## src/rtl/color_sorter_gate_controller_core_macros.svh

```systemverilog
// Assertion macros shared by the colour sorter gate controller modules.
`ifndef COLOR_SORTER_GATE_CONTROLLER_CORE_MACROS_SVH
`define COLOR_SORTER_GATE_CONTROLLER_CORE_MACROS_SVH

// Same-cycle implication, checked outside reset.
`define CSGC_ASSERT_NOW(lbl, ante, cons, msg) \
  lbl: assert property (@(posedge clk) disable iff (!rst_n) (ante) |-> (cons)) else $error(msg);

// Next-cycle implication, checked outside reset.
`define CSGC_ASSERT_NEXT(lbl, ante, cons, msg) \
  lbl: assert property (@(posedge clk) disable iff (!rst_n) (ante) |=> (cons)) else $error(msg);

`endif

```

## src/rtl/csgc_pkg.sv

```systemverilog
// Types, codes and constants of the colour sorter gate controller.
`timescale 1ns / 1ps
package csgc_pkg;

  localparam int unsigned QUEUE_DEPTH_DEF = 8;
  localparam int unsigned FRONT_STAGES = 3;

  localparam logic [3:0] REG_REF_RED    = 4'd0;
  localparam logic [3:0] REG_REF_GREEN  = 4'd1;
  localparam logic [3:0] REG_REF_WHITE  = 4'd2;
  localparam logic [3:0] REG_REF_YELLOW = 4'd3;
  localparam logic [3:0] REG_PROX_THR   = 4'd4;
  localparam logic [3:0] REG_DWELL_MS   = 4'd5;
  localparam logic [3:0] REG_ACCEPT_MS  = 4'd6;
  localparam logic [3:0] REG_REJECT_MS  = 4'd7;

  localparam logic [1:0] COL_RED    = 2'd0;
  localparam logic [1:0] COL_GREEN  = 2'd1;
  localparam logic [1:0] COL_WHITE  = 2'd2;
  localparam logic [1:0] COL_YELLOW = 2'd3;

  localparam logic [1:0] GATE_NEUTRAL = 2'd0;
  localparam logic [1:0] GATE_ACCEPT  = 2'd1;
  localparam logic [1:0] GATE_REJECT  = 2'd2;

  typedef enum logic [1:0] {
    PH_NEUTRAL = 2'd0,
    PH_DWELL   = 2'd1,
    PH_ACCEPT  = 2'd2,
    PH_REJECT  = 2'd3
  } csgc_phase_t;

  // Reference colours, red in bits 47..32, green in 31..16, blue in 15..0.
  typedef logic [3:0][47:0] csgc_refs_t;

  typedef struct packed {
    logic [15:0] prox_thr;
    logic [31:0] dwell_ms;
    logic [31:0] accept_ms;
    logic [31:0] reject_ms;
  } csgc_timing_t;

  typedef struct packed {
    logic [31:0] now_ms;
    logic        sel_red;
    logic        sel_green;
    logic        sel_white;
    logic        sel_yellow;
    logic [15:0] proximity;
    logic [15:0] red_count;
    logic [15:0] green_count;
    logic [15:0] blue_count;
  } csgc_in_t;

  typedef struct packed {
    logic [31:0] now_ms;
    logic        sel_red;
    logic        sel_green;
    logic        sel_white;
    logic        sel_yellow;
    logic [15:0] proximity;
    logic [1:0]  colour;
  } csgc_item_t;

  typedef struct packed {
    logic       valid;
    csgc_item_t item;
  } csgc_push_t;

  typedef struct packed {
    csgc_phase_t phase;
    logic        gate_write;
    logic [1:0]  gate_position;
    logic [1:0]  sensed_colour;
    logic        colour_valid;
    logic [1:0]  team_colour_out;
  } csgc_result_t;

endpackage

```

## src/rtl/csgc_fifo.sv

```systemverilog
// Short queue that carries classified words from the front to the back.
`timescale 1ns / 1ps
`include "color_sorter_gate_controller_core_macros.svh"
module csgc_fifo #(
  parameter int unsigned DEPTH = csgc_pkg::QUEUE_DEPTH_DEF
) (
  input  logic                         clk,
  input  logic                         rst_n,
  input  csgc_pkg::csgc_push_t         push,
  input  logic                         pop,
  output csgc_pkg::csgc_item_t         head,
  output logic                         empty,
  output logic [$clog2(DEPTH+1)-1:0]   count
);

  localparam int unsigned AW = (DEPTH > 1) ? $clog2(DEPTH) : 1;
  localparam int unsigned CW = $clog2(DEPTH + 1);

  csgc_pkg::csgc_item_t mem_r [DEPTH];
  logic [AW-1:0] wr_ptr_r, wr_ptr_nxt;
  logic [AW-1:0] rd_ptr_r, rd_ptr_nxt;
  logic [CW-1:0] cnt_r, cnt_nxt;

  always_comb begin
    wr_ptr_nxt = wr_ptr_r;
    rd_ptr_nxt = rd_ptr_r;
    cnt_nxt    = cnt_r;
    if (push.valid) begin
      wr_ptr_nxt = (wr_ptr_r == AW'(DEPTH - 1)) ? '0 : wr_ptr_r + AW'(1);
    end
    if (pop) begin
      rd_ptr_nxt = (rd_ptr_r == AW'(DEPTH - 1)) ? '0 : rd_ptr_r + AW'(1);
    end
    if (push.valid && !pop) begin
      cnt_nxt = cnt_r + CW'(1);
    end else if (!push.valid && pop) begin
      cnt_nxt = cnt_r - CW'(1);
    end
  end

  always_ff @(posedge clk) begin
    if (!rst_n) begin
      wr_ptr_r <= '0;
      rd_ptr_r <= '0;
      cnt_r    <= '0;
    end else begin
      wr_ptr_r <= wr_ptr_nxt;
      rd_ptr_r <= rd_ptr_nxt;
      cnt_r    <= cnt_nxt;
    end
  end

  always_ff @(posedge clk) begin
    if (push.valid) begin
      mem_r[wr_ptr_r] <= push.item;
    end
  end

  assign head  = mem_r[rd_ptr_r];
  assign empty = (cnt_r == '0);
  assign count = cnt_r;

  `CSGC_ASSERT_NOW(a_no_overflow, push.valid && !pop, cnt_r < CW'(DEPTH), "queue overflow")

endmodule

```

## config.mk

```make
export PLATFORM = sky130hd
export DESIGN_NAME = csgc_fifo
export DESIGN_NICKNAME = d
export VERILOG_FILES = /design/src/rtl/csgc_pkg.sv /design/src/rtl/csgc_fifo.sv
export VERILOG_INCLUDE_DIRS = /design/src /design/src/rtl
export SDC_FILE = /design/constraint.sdc
export NUM_CORES = 1
export LEC_CHECK = 0
export BUFFER_PORTS_ARGS = -buffer_cell sky130_fd_sc_hd__buf_2
export CELL_PAD_IN_SITES_DETAIL_PLACEMENT = 1
export CELL_PAD_IN_SITES_GLOBAL_PLACEMENT = 1
export CORE_AREA = 2 2 178 180
export DETAILED_ROUTE_END_ITERATION = 10
export DIE_AREA = 0 0 180 182
export PLACE_DENSITY = 0.87
export SLEW_MARGIN = 20
export SYNTH_ARGS = -nofsm -noshare
export SYNTH_HDL_FRONTEND = slang
export SYNTH_SLANG_ARGS = --single-unit
```

## constraint.sdc

```tcl
create_clock -name clk -period 11.1 [get_ports clk]
set_clock_uncertainty 0.1 [all_clocks]
set_input_delay 1.665 -clock clk [delete_from_list [all_inputs] [get_ports clk]]
set_output_delay 1.665 -clock clk [all_outputs]
set_load 0.02 [all_outputs]
```

## Yosys cells after proc, flatten, opt, wreduce, memory -nomap -nowiden

Memory sizes are Yosys's and may differ from the RTL's. A register that Yosys moved wholly into a read port is not among the register bits.
Index checks and enable logic that the tools add are counted.

- Logic and storage cells: 24
- Memory bits (writable): 432
- Memories: 1
- Output and inout port bits: 59
- Flip-flop bits (word level): 10
- Bits of input ports: 58

- Eq/ne operators: 2
- Multiplexer cells: 8
- Reductions and logical operators: 6
- Add/subtract/negate cells: 4

Memories:

| memory | depth | width | rd ports | clocked after memory_dff | wr ports | line | text |
|---|---|---|---|---|---|---|---|
| mem_r | 8 | 54 | 1 | 1 | 1 | csgc_fifo.sv:19 | `csgc_pkg::csgc_item_t mem_r [DEPTH];` |

Operators by type and width:

| operator | number |
|---|---|
| 3-bit 2-to-1 mux | 4 |
| 4-bit 2-to-1 mux | 2 |
| 3-bit by 1-bit adder with 3-bit output (second input constant) | 2 |
| 3-bit == test (second input constant) | 2 |
| 4-bit by 1-bit adder with 4-bit output (second input constant) | 1 |
| 4-bit zero test | 1 |
| 4-bit by 1-bit subtractor with 4-bit output (second input constant) | 1 |
| 1-bit logical AND | 2 |
| 1-bit zero test | 2 |
| 1-bit 2-to-1 mux | 2 |
| 2-bit nonzero test | 1 |

## Longest topological paths before layout

- Depth in word-level cells: 4
- Depth in mapped cells: 8
- Mapped depth without buffers: 8

## Worst setup path after synthesis

Ideal clock, no wire load.

- Kind: input to register
- Start: input push[54] (netlist name)
- End: memory mem_r[0][0] (netlist name), enable pin
- Buffers on the path: 0
- Data required time: 10.468 ns
- Stages on the path: 2
- Library setup time: 0.532 ns
- Arrival time: 5.451 ns
- Path slack: 5.017 ns
- Path through: nand2b_1 > nor3_1

- Longest elaborated chain between the ends: 2

RTL lines:

| item | line | text |
|---|---|---|
| from (decl) | csgc_fifo.sv:9 | `input csgc_pkg::csgc_push_t push,` |
| 1-bit 2-to-1 mux | csgc_fifo.sv:54 | `if (push.valid) begin` |
| 1-bit 2-to-1 mux (implied by the code) | csgc_fifo.sv:55 | `mem_r[wr_ptr_r] <= push.item;` |
| to (decl) | csgc_fifo.sv:19 |  |

Every way passes these cells.

==> flow_metrics.tcl <==
set metrics [dict create \
    start_kind "flip-flop" \
    dieWidth_um 180 \
    slew_violations 0 \
    dp_hpwl_mm 18.96 \
    gp_congestion 0.6883 \
    slew_headroom_pct 28.97 \
    nets 906 \
    power_density_nw_per_um2 188.5 \
    htreeDepth 2 \
    vias_per_cell 5.948 \
    min_path_type "flip-flop to flip-flop" \
    netlist_instances 697 \
    cts_buffers 44 \
    clockBufferDepth 3 \
    clock_sinks 445 \
    root_buffer "clkbuf_16" \
    yosysTopAreaCellShare_pct 77.03 \
    p_leak_uw 0.006224 \
    fill_cells 2530 \
    synthArstFlopShare_pct 0 \
    timing.fmax_mhz 201.2 \
    hold-path-cell-count 2 \
    port_buffers 116 \
    postSynthAreaPerCell_um2 24.16 \
    synth-edff-count 432 \
    ctsResizeCount 0 \
    wire_per_inst_um 26.80 \
    num_rows 65 \
    synth_nets 763 \
    synth_ff_type "edfxtp_1" \
    coreArea_um2 30990 \
    reg2reg_from "wr_ptr_r[0]" \
    synth_area_um2 16840 \
    setup_tns_ps 0 \
    start_util_pct 54.35 \
    synth_cell_type_count 27 \
    dieHeight_um 182 \
    post-route-drc-count 0 \
    die_area_um2 32760 \
    min_to "count[3]" \
    dr.pass1.iters 5 \
    period_needed_ps 4971 \
    synthToLayoutAreaGrowth_pct 14.92 \
    layout_commonest_cell "edfxtp_1" \
    cts_tree "yes" \
    ys_seq_area_share_pct 78.58 \
    yosys_warnings 0 \
    clock_latency_ps 530 \
    fin_ws_ps 6129 \
    drv_cap 0 \
    yosys.area.top_type "edfxtp_1" \
    postCtsSetupBuffers 0 \
    wl_mm 34.23 \
    final_util_pct 62.46 \
    ys_ff_latch 445 \
    worst_pin_slew_ps 1065 \
    grt_pass1_wl_mm 52.34 \
    grt_usage_pct 21.56 \
    drt_iter0_markers 604 \
    grt_max_degree 71 \
    min-delay-start "count[3]" \
    hold_viol_final 0 \
    final-setup-viol-count 0 \
    reg2reg_slack_ps 8570 \
    dp_slack_ps 6586 \
    arrival_ps 3210 \
    synth.top_cells.by_area "edfxtp_1 77%, mux4_2 14%, mux2_2 3.6%, dfxtp_1 1.5%, ha_1 0.52%" \
    final_cell_mix "432 x edfxtp_1, 116 x buf_2, 108 x mux4_2, 54 x mux2_2, 45 x clkbuf_16" \
    antenna_found_initial 5 \
    required_ps 9340 \
    vias 7596 \
    period_share_pct 44.79 \
    rsz0062_at_grt "false" \
    timing.hold.ws_ps 396.6 \
    run_status "finished, final reports clean" \
    ios 117 \
    path_clk_slew_ps 60 \
    cp-end-kind "primary output" \
    gr-total-overflow 0 \
    ir_drop_uv 111.2 \
    first_global_vias 8380 \
    r2r_end "mem_r[2][46]" \
    cp_max_fo 37 \
    postRouteAntennaNets 0 \
    setup.worst_path.class "flip-flop to primary output" \
    postCtsHoldBufs 0 \
    ff2ff_path_depth 3 \
    drive_above_1_share_pct 41.74 \
]
[layer usage]
layer  track usage (%)  vias up  part of all wire, %
met3             4.713       74                  7.0
met1             29.75     4004                   41
met5                 0        -                0.096
li1                  -     3239                    -
met4             5.561        6                  2.2
met2             35.54      273                   50
[worst max path at each step]
stage	from	end	slack [ps]
after floorplan	push[54]	mem_r[0][0]	5020
after global placement	flip-flop	head[3]	6640
after detailed placement	flip-flop	head[3]	6590
after CTS	flip-flop	head[3]	5990
after global routing	flip-flop	head[3]	5850
final	flip-flop	head[3]	6130
[flip-flops by register name (all words and copies together) (netlist names), named ones only]
register / count
wr_ptr_r: 3
count: 4
rd_ptr_r: 3
mem_r: 432
[final cells by class]
cell class,count,area (µm²),share of cell area [%]
inverter,3,11.26,0.05819
antenna,3,7.507,0.03879
multi-input combinational,217,3470,17.93
sequential,445,13240,68.44
tap,402,503.0,2.599
clock inverter,21,267.8,1.384
clock buffer,57,1171,6.052
timing repair buffer,129,678.2,3.504
[cell usage after synthesis (all sizes together), types with 4 or more instances]
library cell	count
mux4	108
buf	16
nor2b	5
edfxtp	432
clkbuf	16
mux2	54
nor2	8
nand2	7
dfxtp	13
nand2b	4
mux2i	4
and2	4
ha	7
[report_power, final]
group | internal [µW] | total [µW] | switching, µW
Clock | 886 | 1480 | 596
Sequential | 1880 | 1900 | 23.6
Combinational | 115 | 261 | 145
Total | 2880 | 3650 | 766
[stage by stage]
stage,instance area [µm²],cells,total power (µW)
finish,19350,1277,3647
CTS,19340,1274,3679
global placement,17910,1196,2189
floorplan,16840,697,2108
global route,19340,1274,3754
detailed placement,17910,1196,2203
[critical path, stage by stage, from the launching register on]
cell and delay, ps:
dfxtp_4 820, buf_4 730, mux4_2 610, mux2_2 300, buf_2 170
[cells by family (layout without fill, tap and decap cells)]
group,after synthesis,after routing,share of synthesized area [%]
DFF,445,445,78.58
muxes,166,166,18.29
buffers and inverters,35,210,1.144
and+or+nand+nor,33,33,0.9733
adders and majority gates,8,8,0.6390
AOI/OAI and AO/OA,8,8,0.2675
xor gates and xnor gates,2,2,0.1040
other,0,3,0
Power figures use the tool's default switching activity.
