<file path="src/rtl/color_sorter_gate_controller_core_macros.svh">
// Assertion macros shared by the colour sorter gate controller modules.
`ifndef COLOR_SORTER_GATE_CONTROLLER_CORE_MACROS_SVH
`define COLOR_SORTER_GATE_CONTROLLER_CORE_MACROS_SVH

// Same-cycle implication, checked outside reset.
`define CSGC_ASSERT_NOW(lbl, ante, cons, msg) \
  lbl: assert property (@(posedge clk) disable iff (!rst_n) (ante) |-> (cons)) else $error(msg);

// Next-cycle implication, checked outside reset.
`define CSGC_ASSERT_NEXT(lbl, ante, cons, msg) \
  lbl: assert property (@(posedge clk) disable iff (!rst_n) (ante) |=> (cons)) else $error(msg);

`endif

</file>
<file path="src/rtl/csgc_pkg.sv">
// Types, codes and constants of the colour sorter gate controller.
`timescale 1ns / 1ps
package csgc_pkg;

  localparam int unsigned QUEUE_DEPTH_DEF = 8;
  localparam int unsigned FRONT_STAGES = 3;

  localparam logic [3:0] REG_REF_RED    = 4'd0;
  localparam logic [3:0] REG_REF_GREEN  = 4'd1;
  localparam logic [3:0] REG_REF_WHITE  = 4'd2;
  localparam logic [3:0] REG_REF_YELLOW = 4'd3;
  localparam logic [3:0] REG_PROX_THR   = 4'd4;
  localparam logic [3:0] REG_DWELL_MS   = 4'd5;
  localparam logic [3:0] REG_ACCEPT_MS  = 4'd6;
  localparam logic [3:0] REG_REJECT_MS  = 4'd7;

  localparam logic [1:0] COL_RED    = 2'd0;
  localparam logic [1:0] COL_GREEN  = 2'd1;
  localparam logic [1:0] COL_WHITE  = 2'd2;
  localparam logic [1:0] COL_YELLOW = 2'd3;

  localparam logic [1:0] GATE_NEUTRAL = 2'd0;
  localparam logic [1:0] GATE_ACCEPT  = 2'd1;
  localparam logic [1:0] GATE_REJECT  = 2'd2;

  typedef enum logic [1:0] {
    PH_NEUTRAL = 2'd0,
    PH_DWELL   = 2'd1,
    PH_ACCEPT  = 2'd2,
    PH_REJECT  = 2'd3
  } csgc_phase_t;

  // Reference colours, red in bits 47..32, green in 31..16, blue in 15..0.
  typedef logic [3:0][47:0] csgc_refs_t;

  typedef struct packed {
    logic [15:0] prox_thr;
    logic [31:0] dwell_ms;
    logic [31:0] accept_ms;
    logic [31:0] reject_ms;
  } csgc_timing_t;

  typedef struct packed {
    logic [31:0] now_ms;
    logic        sel_red;
    logic        sel_green;
    logic        sel_white;
    logic        sel_yellow;
    logic [15:0] proximity;
    logic [15:0] red_count;
    logic [15:0] green_count;
    logic [15:0] blue_count;
  } csgc_in_t;

  typedef struct packed {
    logic [31:0] now_ms;
    logic        sel_red;
    logic        sel_green;
    logic        sel_white;
    logic        sel_yellow;
    logic [15:0] proximity;
    logic [1:0]  colour;
  } csgc_item_t;

  typedef struct packed {
    logic       valid;
    csgc_item_t item;
  } csgc_push_t;

  typedef struct packed {
    csgc_phase_t phase;
    logic        gate_write;
    logic [1:0]  gate_position;
    logic [1:0]  sensed_colour;
    logic        colour_valid;
    logic [1:0]  team_colour_out;
  } csgc_result_t;

endpackage

</file>
<file path="src/rtl/csgc_back.sv">
// Back end: team colour, phase machine, gate timing and the output register.
`timescale 1ns / 1ps
`include "color_sorter_gate_controller_core_macros.svh"
module csgc_back (
  input  logic                   clk,
  input  logic                   rst_n,
  input  csgc_pkg::csgc_item_t   item,
  input  logic                   empty,
  output logic                   pop,
  input  csgc_pkg::csgc_timing_t timing,
  output logic                   out_valid,
  input  logic                   out_ready,
  output csgc_pkg::csgc_result_t out_word
);

  csgc_pkg::csgc_phase_t phase_r, phase_nxt;
  logic [1:0]  team_r, team_nxt;
  logic [31:0] start_r, start_nxt;
  logic [31:0] elapsed;
  logic        out_valid_r;
  csgc_pkg::csgc_result_t out_r, res_nxt;
  logic        gate_write;
  logic [1:0]  gate_pos;
  logic        colour_valid;

  assign pop     = !empty && (!out_valid_r || out_ready);
  assign elapsed = item.now_ms - start_r;

  always_comb begin
    priority if (item.sel_yellow) begin
      team_nxt = csgc_pkg::COL_YELLOW;
    end else if (item.sel_white) begin
      team_nxt = csgc_pkg::COL_WHITE;
    end else if (item.sel_green) begin
      team_nxt = csgc_pkg::COL_GREEN;
    end else if (item.sel_red) begin
      team_nxt = csgc_pkg::COL_RED;
    end else begin
      team_nxt = team_r;
    end
  end

  always_comb begin
    phase_nxt = phase_r;
    start_nxt = start_r;
    unique case (phase_r)
      csgc_pkg::PH_NEUTRAL: begin
        if (item.proximity > timing.prox_thr) begin
          phase_nxt = csgc_pkg::PH_DWELL;
          start_nxt = item.now_ms;
        end
      end
      csgc_pkg::PH_DWELL: begin
        if (elapsed > timing.dwell_ms) begin
          phase_nxt = (item.colour == team_nxt) ? csgc_pkg::PH_ACCEPT : csgc_pkg::PH_REJECT;
          start_nxt = item.now_ms;
        end
      end
      csgc_pkg::PH_ACCEPT: begin
        if (elapsed > timing.accept_ms) begin
          phase_nxt = csgc_pkg::PH_NEUTRAL;
        end
      end
      csgc_pkg::PH_REJECT: begin
        if (elapsed > timing.reject_ms) begin
          phase_nxt = csgc_pkg::PH_NEUTRAL;
        end
      end
      default: begin
        phase_nxt = csgc_pkg::PH_NEUTRAL;
      end
    endcase
  end

  always_comb begin
    gate_write   = 1'b0;
    gate_pos     = csgc_pkg::GATE_NEUTRAL;
    colour_valid = 1'b0;
    unique case (phase_r)
      csgc_pkg::PH_NEUTRAL: begin
      end
      csgc_pkg::PH_DWELL: begin
        if (elapsed > timing.dwell_ms) begin
          gate_write   = 1'b1;
          colour_valid = 1'b1;
          gate_pos     = (item.colour == team_nxt) ? csgc_pkg::GATE_ACCEPT
                                                   : csgc_pkg::GATE_REJECT;
        end
      end
      csgc_pkg::PH_ACCEPT: begin
        gate_write = (elapsed > timing.accept_ms);
      end
      csgc_pkg::PH_REJECT: begin
        gate_write = (elapsed > timing.reject_ms);
      end
      default: begin
      end
    endcase
  end

  always_comb begin
    res_nxt.phase           = phase_nxt;
    res_nxt.gate_write      = gate_write;
    res_nxt.gate_position   = gate_pos;
    res_nxt.sensed_colour   = colour_valid ? item.colour : csgc_pkg::COL_RED;
    res_nxt.colour_valid    = colour_valid;
    res_nxt.team_colour_out = team_nxt;
  end

  always_ff @(posedge clk) begin
    if (!rst_n) begin
      phase_r     <= csgc_pkg::PH_NEUTRAL;
      team_r      <= csgc_pkg::COL_RED;
      start_r     <= '0;
      out_valid_r <= 1'b0;
    end else begin
      if (pop) begin
        phase_r <= phase_nxt;
        team_r  <= team_nxt;
        start_r <= start_nxt;
      end
      if (pop) begin
        out_valid_r <= 1'b1;
      end else if (out_ready) begin
        out_valid_r <= 1'b0;
      end
    end
  end

  always_ff @(posedge clk) begin
    if (pop) begin
      out_r <= res_nxt;
    end
  end

  assign out_valid = out_valid_r;
  assign out_word  = out_r;

  `CSGC_ASSERT_NOW(a_colour_opens_gate, out_valid_r && out_r.colour_valid, out_r.gate_write && (out_r.phase == csgc_pkg::PH_ACCEPT || out_r.phase == csgc_pkg::PH_REJECT), "classification without gate command")
  `CSGC_ASSERT_NOW(a_idle_gate_neutral, out_valid_r && !out_r.gate_write, out_r.gate_position == csgc_pkg::GATE_NEUTRAL, "gate position without command")
  `CSGC_ASSERT_NOW(a_accept_matches_team, out_valid_r && out_r.colour_valid && out_r.phase == csgc_pkg::PH_ACCEPT, out_r.sensed_colour == out_r.team_colour_out, "accept on colour mismatch")
  `CSGC_ASSERT_NEXT(a_dwell_holds, pop && phase_r == csgc_pkg::PH_DWELL && !(elapsed > timing.dwell_ms), phase_r == csgc_pkg::PH_DWELL, "dwell left early")

endmodule

</file>
<file path="config.mk">
export PLATFORM = sky130hd
export DESIGN_NAME = csgc_back
export DESIGN_NICKNAME = d
export VERILOG_FILES = /design/src/rtl/csgc_pkg.sv /design/src/rtl/csgc_back.sv
export VERILOG_INCLUDE_DIRS = /design/src /design/src/rtl
export SDC_FILE = /design/constraint.sdc
export NUM_CORES = 1
export LEC_CHECK = 0
export BUFFER_PORTS_ARGS = -buffer_cell sky130_fd_sc_hd__buf_2
export CORE_UTILIZATION = 40
export CTS_CLUSTER_DIAMETER = 150
export DETAILED_ROUTE_END_ITERATION = 12
export PLACE_DENSITY = 0.68
export SLEW_MARGIN = 20
export SYNTH_ARGS = -nofsm -noshare
export SYNTH_HDL_FRONTEND = slang
export SYNTH_SLANG_ARGS = --single-unit
</file>
<file path="constraint.sdc">
create_clock -name clk -period 5.4 [get_ports clk]
set_input_delay 1.35 -clock clk [delete_from_list [all_inputs] [get_ports clk]]
set_output_delay 1.35 -clock clk [all_outputs]
set_load 0.01 [all_outputs]
</file>
After elaboration in Yosys (flattened, before gate mapping)
Index checks and enable logic that the tools add are counted.
Widths: inputs -> output; s select.
{"block": "classes", "addsub": 1, "order_cmp": 4, "eq_ne": 6, "muxes": 19, "reduce_logical": 9}
{"operator": "$gt 32x32->1", "count": 3}
{"operator": "$mux 32", "count": 2}
{"operator": "$pmux 32 s2", "count": 1}
{"operator": "$sub 32x32->32", "count": 1}
{"operator": "$mux 2", "count": 9}
{"operator": "$gt 16x16->1", "count": 1}
{"operator": "$pmux 2 s4", "count": 1}
{"operator": "$mux 1", "count": 5}
{"operator": "$eq 2x2->1 const B", "count": 2}
{"operator": "$ne 2x2->1 const B", "count": 2}
{"operator": "$reduce_and 4->1", "count": 1}
{"operator": "$reduce_bool 2->1", "count": 2}
{"operator": "$pmux 1 s3", "count": 1}
{"operator": "$eq 2x1->1 const B", "count": 1}
{"operator": "$eq 2x2->1", "count": 1}
{"operator": "$logic_not 1->1", "count": 2}
{"operator": "$logic_not 2->1", "count": 1}
{"operator": "$reduce_and 2->1", "count": 1}
{"operator": "$logic_and 1x1->1", "count": 1}
{"operator": "$logic_or 1x1->1", "count": 1}
{"block": "totals", "regBits": 47, "out_inout_bits": 12, "word_cells": 49}

Logic depth before layout (Yosys ltp)
{"block": "depth", "word_depth": 8, "mapped_depth": 24, "ltp_nobuf": 23}

Worst setup path before layout
OpenSTA, ideal clock, no wires.
{"block": "synth_timing", "kind": "input-to-reg", "startpoint": "input port item[22] (netlist name)", "endpoint": "register start_r[0]", "setup_time_ns": 0.074, "arrival_ns": 5.711, "setup_slack_ns": -0.385, "stages": 24, "n_path_buf": 1, "path_cell_list": "inv_1 -> ha_1 -> inv_1 -> fa_1 -> a21o_1 -> a21oi_2 -> o21ai_2 -> a211oi_2 -> nor4_1 -> o2111a_1 -> o31a_1 -> a221oi_2 -> xnor2_1 -> ha_1 -> and4_1 -> nand2_1 -> or2_2 -> o21ai_0 -> a21oi_1 -> nand3b_1 -> a31oi_2 -> clkbuf_1 -> nand3_1 -> o21ai_0"}
{"block": "synth_via", "elab_chain_len": 4, "elab_cells_between_ends": 7}
{"item": "start: declaration", "line_no": "csgc_back.sv:7", "rtl": "input csgc_pkg::csgc_item_t item,"}
{"item": "$sub 32x32->32", "line_no": "csgc_back.sv:27", "rtl": "assign elapsed = item.now_ms - start_r;"}
{"item": "$gt 32x32->1", "line_no": "csgc_back.sv:54", "rtl": "if (elapsed > timing.dwell_ms) begin"}
{"item": "$ne 2x2->1 (no source line)"}
{"item": "$reduce_and 4->1 (no source line)"}
{"item": "end signal: assignment", "line_no": "csgc_back.sv:120", "rtl": "start_r <= start_nxt;"}
{"item": "end: declaration", "line_no": "csgc_back.sv:18", "rtl": "logic [31:0] start_r, start_nxt;"}
Several ways; a longest one is shown, not always the timed one. The select of a mux whose other input is x is not followed.
A chain may end at the register's enable or synchronous reset.

Worst setup path after layout
{"block": "layout_timing", "startpoint": "input port item[22] (netlist name)", "endpoint": "register start_r[18]"}
{"block": "layout_via", "elab_chain_len": 4}
{"item": "$sub 32x32->32", "line_no": "csgc_back.sv:27"}
{"item": "$gt 32x32->1", "line_no": "csgc_back.sv:54"}
{"item": "$ne 2x2->1 (no source line)"}
{"item": "$reduce_and 4->1 (no source line)"}
No other way between the ends.

==> impl_metrics.py <==
metrics = {
    "global_routing": {
        "track_usage_pct": 21.2,
        "grt_pass1_wl_mm": 27.4,
        "grt_antenna_before_repair": 1,
        "grt_pass1_vias": 6054,
        "grt_overflow_total": 0,
        "grt_max_degree": 51,
    },
    "critical_path": {
        "end_kind": "register",
        "cp_max_fo": 9,
        "critical_path.startpoint_type": "primary input",
        "critPathRequiredTime_ns": 5.62,
        "worstSetupPathType": "in -> reg",
        "cp.arrival_ns": 5.75,
    },
    "timing": {
        "fin_skew_ns": 0.00484,
        "hold_slack_ns": 0.447,
        "max_freq_mhz": 181,
        "finalWorstSetupSlack_ns": -0.127,
        "finalMaxSlewViolations": 0,
        "setup_viol": 31,
        "worstMarginPinSlew_ns": 0.919,
        "hold_viol_final": 0,
        "slew_headroom_pct": 38.7,
        "period_minus_slack_ns": 5.53,
        "finalCritPeriodShare_pct": 102,
        "rsz0062_at_grt": "true",
    },
    "routing": {
        "drtPass1Iterations": 4,
        "drc": 0,
        "ant_nets": 0,
        "wl_per_cell_microns": 13.4,
        "wirelength_mm": 16.8,
        "num_vias": 6355,
        "dr.first_iter.drc_count": 286,
        "vias_per_cell": 5.06,
    },
    "finish": {
        "drive_above_1_share_pct": 30.4,
        "num-nets-final": 1379,
        "regArea_sq_um": 1040,
        "syn_to_final_growth_pct": 36.7,
        "multi_input_area_sq_um": 4760,
        "postLayoutCoreUtil_pct": 55.8,
        "fillers": 1425,
        "finalInstanceArea_sq_um": 8450,
    },
    "clock_tree": {
        "numCtsBuffers": 5,
        "insertion_delay_ns": 0.29,
        "cts.sinks": 47,
        "htreeDepth": 2,
        "tritoncts": "done",
        "cts_root_buffer": "clkbuf_16",
        "ctsHoldBuffers": 0,
        "clkTransAtPathRegs_ns": 0.06,
        "clockBufferDepth": 2,
    },
    "logic_synthesis": {
        "synth-main-ff-cell": "dfxtp_1",
        "syn_inst": 810,
        "synth.avg_cell_area_sq_um": 7.63,
        "ys_warn_count": 0,
        "yosys-top-cells-area": "ha_1, dfxtp_1, inv_1",
        "synth_cell_types": 51,
        "yosys-top-cells-count": "inv_1, ha_1, a21o_1, a21oi_1, o21ai_0",
        "synth_top_area_share_pct": 29.0,
        "ys_ff_latch": 47,
        "synth_edf_count": 10,
        "syn_nets": 1124,
        "yosys.area.top_type": "ha_1",
        "async_flop_share_pct": 0,
        "synth_area_sq_um": 6180,
        "seq_area_frac_synth_pct": 16.9,
        "yosysMostFrequentCell": "inv_1",
    },
    "floorplan": {
        "core_area_sq_um": 15100,
        "ioPinCount": 182,
        "die_area_sq_um": 15900,
        "die_x_microns": 126,
        "fp-row-count": 45,
        "die_h_microns": 126,
        "initial_core_util_pct": 40.8,
    },
    "min_path": {
        "hold_class": "reg -> reg",
    },
    "placement": {
        "gp_congestion": 0.856,
        "dp_hpwl_mm": 13.7,
        "post-place-ws_ns": -0.426,
        "place_area_sq_um": 7820,
        "portBuffers": 181,
    },
    "pwr": {
        "peakVddDrop_uv": 137,
        "power.total_uw": 2020,
        "power.density_nw_per_um2": 239,
        "p_leak_uw": 0.00454,
    },
    "status": {
        "violations": "negative setup slack",
        "status": "finished with violations",
    },
    "flow_run": {
        "max_cap_violations": 0,
    },
}
state kept, by name (all words and copies together), names as in the netlist:
| register | count |
|---|---|
| start_r | 32 |
| out_valid | 1 |
| phase_r | 2 |
| out_word | 10 |
| team_r | 2 |
worst max-delay path: stages:
cell and delay [ns]:
buf_8 0.10, clkinv_4 0.04, ha_4 0.11, inv_2 0.03, fa_2 0.33, a21o_1 0.19, a21oi_4 0.19, o21ai_4 0.08
a211oi_4 0.27, nor4_4 0.07, o2111a_1 0.26, o31a_1 0.28, a221oi_2 0.26, xnor2_1 0.12, ha_1 0.30, and4_1 0.20
nand2_1 0.05, or2_4 0.24, o21ai_2 0.12, a21oi_2 0.05, nand3b_1 0.23, a31oi_4 0.31, buf_6 0.19, clkbuf_16 0.16
nand3_1 0.07, o21ai_1 0.11
what timing repair did:
item                       CTS  global route
buffers inserted            10             5
setup endpoints to repair   37            42
resized for setup           37            37
pin swaps                   14            10
hold endpoints to repair     0             0
cloned                       4             2
where the power goes:
part           total (uW)  switching, uW  internal [uW]
Clock                 314            140            174
Combinational        1280            646            638
Sequential            418           20.9            397
kinds of logic (layout without fill, tap and decap cells):
family / Yosys count / after routing / synth area share (%)
AND/OR/NAND/NOR: 191 / 191 / 15.5
other: 0 / 1 / 0
multiplexers: 1 / 1 / 0.162
buffers and inverters: 170 / 426 / 10.3
adder cells (fa/ha/maj): 144 / 144 / 29.3
AO/OA/AOI/OAI: 227 / 227 / 23.6
XOR/XNOR: 30 / 30 / 4.25
flip-flops: 47 / 47 / 16.9
area by class of cell:
cell class | instances | share of cell area, %
Antenna cell | 1 | 0.0296
Inverter | 153 | 6.86
Multi-Input combinational cell | 593 | 56.4
Clock buffer | 6 | 1.53
Clock inverter | 2 | 0.193
Timing Repair Buffer | 265 | 19.9
Sequential cell | 47 | 12.3
Tap cell | 188 | 2.79
final timing paths:
kind | startpoint | to | slack, ns | depth (start not counted)
max reg2reg | start_r[0]$_SDFFE_PN0P_ | start_r[18]$_SDFFE_PN0P_ | 0.66 | 24
min reg2reg | start_r[12]$_SDFFE_PN0P_ | start_r[12]$_SDFFE_PN0P_ | 0.45 | 2
max | item[22] | start_r[18]$_SDFFE_PN0P_ | -0.13 | 26
min | start_r[12]$_SDFFE_PN0P_ | start_r[12]$_SDFFE_PN0P_ | 0.45 | 2
layout by cell type, fill, tap and decap left out, types with 21 or more instances in the layout:
cell,n
o21ai_1,26
buf_4,73
nand4_1,25
a21o_1,61
nand2_1,50
xnor2_1,21
inv_1,151
buf_2,180
a21oi_1,55
ha_1,141
o21ai_0,23
nor2_1,24
dfxtp_1,37
nand3_1,32
metal layers:
layer  routed length, microns  track usage (%)  vias to the layer above
met1                     7600             26.0                     2844
met2                     8020             37.3                      140
li1                         -                -                     3349
met3                      791             4.42                       22
met5                        0                0                        -
met4                      410             6.02                        0
metrics by stage:
stage                      TNS (ns)  cells
after CTS                     -1.41   1249
after floorplan           -0.000230    810
final                         -2.56   1255
after detailed placement     -15.68   1228
after global placement       -10.75   1228
after global routing         -12.41   1255
No activity file was read; power rests on OpenSTA's default activity.
